`src/hdl/fla_pkg.sv`:
```
`default_nettype none

package fla_pkg;

	localparam int unsigned ADDR_BITS = 20;
	localparam int unsigned SIZE_BITS = 21;
	localparam int unsigned SUM_BITS  = 22;

	localparam logic [SIZE_BITS-1:0] REGION_CAP   = SIZE_BITS'(1 << ADDR_BITS);
	localparam logic [SIZE_BITS-1:0] REGION_RESET = 21'd1048576;
	localparam logic [SUM_BITS-1:0]  HDR_BYTES    = 22'd16;
	localparam logic [SUM_BITS-1:0]  ALIGN_MASK   = 22'd7;

	typedef logic [1:0] status_t;
	localparam status_t STAT_OK      = 2'd0;
	localparam status_t STAT_BADARG  = 2'd1;
	localparam status_t STAT_NOSPACE = 2'd2;
	localparam status_t STAT_BADPTR  = 2'd3;

	typedef logic [1:0] fit_t;
	localparam fit_t FIT_BEST  = 2'd0;
	localparam fit_t FIT_WORST = 2'd1;
	localparam fit_t FIT_FIRST = 2'd2;
	localparam fit_t FIT_BAD   = 2'd3;

	localparam logic FUNC_ALLOC = 1'b0;
	localparam logic FUNC_FREE  = 1'b1;

	// one table entry: header offset and payload bytes
	typedef struct packed {
		logic [ADDR_BITS-1:0] start;
		logic [SIZE_BITS-1:0] bytes;
	} span_t;

endpackage

`default_nettype wire

```
`src/hdl/fla_ram.sv`:
```
`default_nettype none

module fla_ram #(
	parameter int unsigned DEPTH = 64,
	parameter int unsigned IW    = 6
) (
	input  wire              clk,
	input  wire              we,
	input  wire [IW-1:0]     waddr,
	input  fla_pkg::span_t   wdata,
	input  wire [IW-1:0]     raddr,
	output fla_pkg::span_t   rdata
);

	fla_pkg::span_t mem [DEPTH];
	fla_pkg::span_t rdata_q;

	always_ff @(posedge clk) begin
		if (we) begin
			mem[waddr] <= wdata;
		end
		rdata_q <= mem[raddr];
	end

	assign rdata = rdata_q;

endmodule

`default_nettype wire

```
`config.mk`:
```
export PLATFORM = sky130hd
export DESIGN_NAME = fla_ram
export DESIGN_NICKNAME = d
export VERILOG_FILES = /design/src/hdl/fla_pkg.sv /design/src/hdl/fla_ram.sv
export SDC_FILE = /design/constraint.sdc
export NUM_CORES = 2
export LEC_CHECK = 0
export BUFFER_PORTS_ARGS = -buffer_cell sky130_fd_sc_hd__clkbuf_2
export CAP_MARGIN = 30
export CORE_UTILIZATION = 49
export DETAILED_ROUTE_END_ITERATION = 10
export SLEW_MARGIN = 40
export SYNTH_ARGS = -nofsm -noshare
export SYNTH_HDL_FRONTEND = slang
export SYNTH_SLANG_ARGS = --single-unit
```
`constraint.sdc`:
```
create_clock -name clk -period 11.9 [get_ports clk]
set_input_delay 1.19 -clock clk [delete_from_list [all_inputs] [get_ports clk]]
set_output_delay 1.19 -clock clk [all_outputs]
set_load 0.02 [all_outputs]
```
==> impl_metrics.yaml <==
outcome:
  status: "finished, final reports clean"
logic_synthesis:
  ys_seq_area_frac: 0.795
  synth_edf_count: 2624
  syn-cell-area_sq_um: 100000
  synth_warnings: 0
  synth_ff_type: "edfxtp_1"
  syn-instance-count: 4226
  async_flop_share: 0
  syn_nets: 4281
  ys_types: 37
  synth-seq-cells: 2665
  syn_area_per_cell_sq_um: 23.7
floorplanning:
  die_w_um: 454
  die_h_um: 454
  io_pins: 96
  initial_core_util: 0.494
  rows: 165
  dieArea_sq_um: 206000
  core_area_sq_um: 203000
clocking:
  htreeDepth: 5
  cts.repair.resized: 0
  cts_tree: "done"
  cts.sinks: 2665
  cts_buffers: 287
  cts_root_buf: "clkbuf_16"
  cts_hold_buf: 0
  post_cts_buffers: 0
  worst_skew_pair.late_latency_ns: 0.93
  path_clk_slew_ns: 0.06
  clock_path_buffers: 4
route:
  drt-total-wl_mm: 258
  avgViaCountPerCell: 6.39
  wl_per_cell_um: 34.8
  drtIter0Drc: 5981
  detail_route.first_pass.iterations: 5
  postRouteAntennaNets: 0
  drc: 0
  route.vias.total: 47300
timing:
  setup_viol: 0
  tightest_slew_ns: 0.881
  max_freq_mhz: 229
  drv_slew: 0
  hold_slack_ns: 0.866
  slew_headroom: 0.407
  fin_crit_ns: 4.37
  clock_skew_ns: 0.0478
  setup_tns_ns: 0
  hold_viol_final: 0
  rsz0062_at_grt: "false"
  timing.final.crit_share: 0.367
worst_setup_path:
  end_kind: "flop"
  crit_path_start_kind: "primary input"
  cpMostUsedCell: "buf_16"
  cp_slowest_cell: "o21ai_0"
  crit_family: "buffers and inverters"
  crit_required_ns: 12.65
  worst_path_largest_cell_delay_ns: 0.71
  arrival_ns: 5.11
  timing_worst_setup_path_type: "in2reg"
  path_cells: "buf_8 > buf_16 > buf_12 > buf_16 > buf_6 > mux4_2 > a22oi_1 > nand2_1 > o21ai_0 > nor3_1"
  crit_buf_inv: 5
  crit_path_max_fanout: 61
placement:
  portBuffers: 95
  gp_congestion: 0.757
  dp_hpwl_mm: 132
grt:
  grt_max_degree: 90
  track_usage: 0.253
  grt_pass1_wl_mm: 362
  overflow: 0
  grt_pass1_vias: 47300
  antenna_found_initial: 11
power_and_ir_drop:
  cellPowerDensity_nw_per_um2: 174
  p_switching_w: 0.00415
  power_frac_seq: 0.527
  peakVddDrop_mv: 0.127
  cellLeakagePower_nw: 35.2
  p_clk_frac: 0.426
  internal_power_w: 0.0157
  combPwrFrac: 0.047
  swShare: 0.210
hold_path:
  min_path_type: "reg2reg"
final_layout:
  drive_above_1_share: 0.293
  fin_nets: 4584
  area_growth_pct: 13.5
run:
  max-cap-violations: 0
kinds of logic after synthesis:
family | Yosys count | synth area share
flops | 2665 | 0.795
simple gates | 209 | 0.00957
buf+inv | 243 | 0.0134
mux | 703 | 0.152
compound gates | 406 | 0.0296
cells in the final DEF, fill, tap and decap left out, types with 11 or more instances in the layout:
cell and instances:
edfxtp_1 2624, mux4_2 654, clkbuf_16 294, o22ai_1 93, buf_4 91, clkbuf_2 79, a221oi_1 71, a22o_1 70
nor2_4 64, a21oi_1 64, clkbuf_1 63, buf_6 52, nor2_1 51, clkinv_1 50, clkinv_2 48, a22oi_1 44
mux2i_1 44, dfxtp_1 41, o221ai_1 26, nand2_1 16, nor3_1 16, bufinv_16 16, nand3_1 12, clkbuf_4 12
a211oi_1 11, a311oi_1 11, clkbuf_8 11
worst paths after layout:
kind              depth (start not counted)   endpoint  slack (ns)        start
setup / recovery                         10  rdata[13]        7.53     raddr[0]
hold reg to reg                           3  rdata[26]        0.87   mem[5][26]
hold / removal                            3  rdata[26]        0.87   mem[5][26]
setup reg to reg                          5  rdata[31]        9.66  mem[47][31]
metrics by stage:
step / instances / util / total power [W] / cell area, sq um / setup slack [ns]
CTS: 7401 / 0.560 / 0.0199 / 113000 / 7.63
floorplan: 4226 / - / 0.0111 / 100000 / 6.92
detailed placement: 6905 / 0.517 / 0.0116 / 105000 / 6.66
finish: 7410 / 0.561 / 0.0198 / 114000 / 7.53
global route: 7409 / 0.561 / 0.0203 / 114000 / 7.32
global placement: 6894 / 0.515 / 0.0115 / 104000 / 6.08
worst min-delay path: stages, from the launching register on:
cell	delay, ns
edfxtp_1	0.32
mux4_2	0.24
a221oi_1	0.07
a221oi_1	0.22
power by group through the flow:
| stage | clock (W) | sequential [W] | combinational [W] |
|---|---|---|---|
| after floorplan | 0 | 0.0106 | 0.000498 |
| after global placement | 0 | 0.0106 | 0.000915 |
| after detailed placement | 0 | 0.0106 | 0.000929 |
| after CTS | 0.00857 | 0.0104 | 0.000931 |
| after global routing | 0.00891 | 0.0104 | 0.000985 |
| final | 0.00844 | 0.0104 | 0.000930 |
registers in the layout, indices dropped and copies added (netlist names):
name,flops
rdata,41
mem,2624
synth_stat cells, drive strengths merged, types with 4 or more instances:
library cell / count / share of area
o221ai: 26 / 0.0023
nor2: 116 / 0.0044
edfxtp: 2624 / 0.79
mux2i: 44 / 0.0044
or3b: 4 / 0.00035
o21ai: 11 / 0.00055
a221oi: 72 / 0.0064
a22oi: 44 / 0.0033
mux2: 5 / 0.00056
a22o: 70 / 0.0061
nor3: 18 / 0.00090
nand2: 17 / 0.00064
nand3b: 5 / 0.00037
and2: 4 / 0.00025
clkbuf: 86 / 0.0032
a211oi: 11 / 0.00082
buf: 157 / 0.010
mux4: 654 / 0.15
a311oi: 11 / 0.00096
a21oi: 67 / 0.0033
o22ai: 93 / 0.0058
dfxtp: 41 / 0.0082
nand3: 14 / 0.00070
nor2b: 13 / 0.00081
nand2b: 8 / 0.00050
layer usage:
| metal | share of wire | track usage | vias to the layer above |
|---|---|---|---|
| li1 | - | - | 18900 |
| met1 | 0.40 | 0.359 | 25800 |
| met2 | 0.48 | 0.400 | 2199 |
| met3 | 0.089 | 0.0544 | 390 |
| met4 | 0.027 | 0.0704 | 2 |
| met5 | 0.000050 | 0 | - |
cell type report:
cell class,count,area (sq um)
well taps,2672,3340
clock buffers,368,7740
repair buffers,257,2220
diodes,2,5.00
multi-input cells,1318,19700
flip-flops and latches,2665,79600
clock inverters,128,1030
fillers,14600,88900
Power figures use the tool's default switching activity.
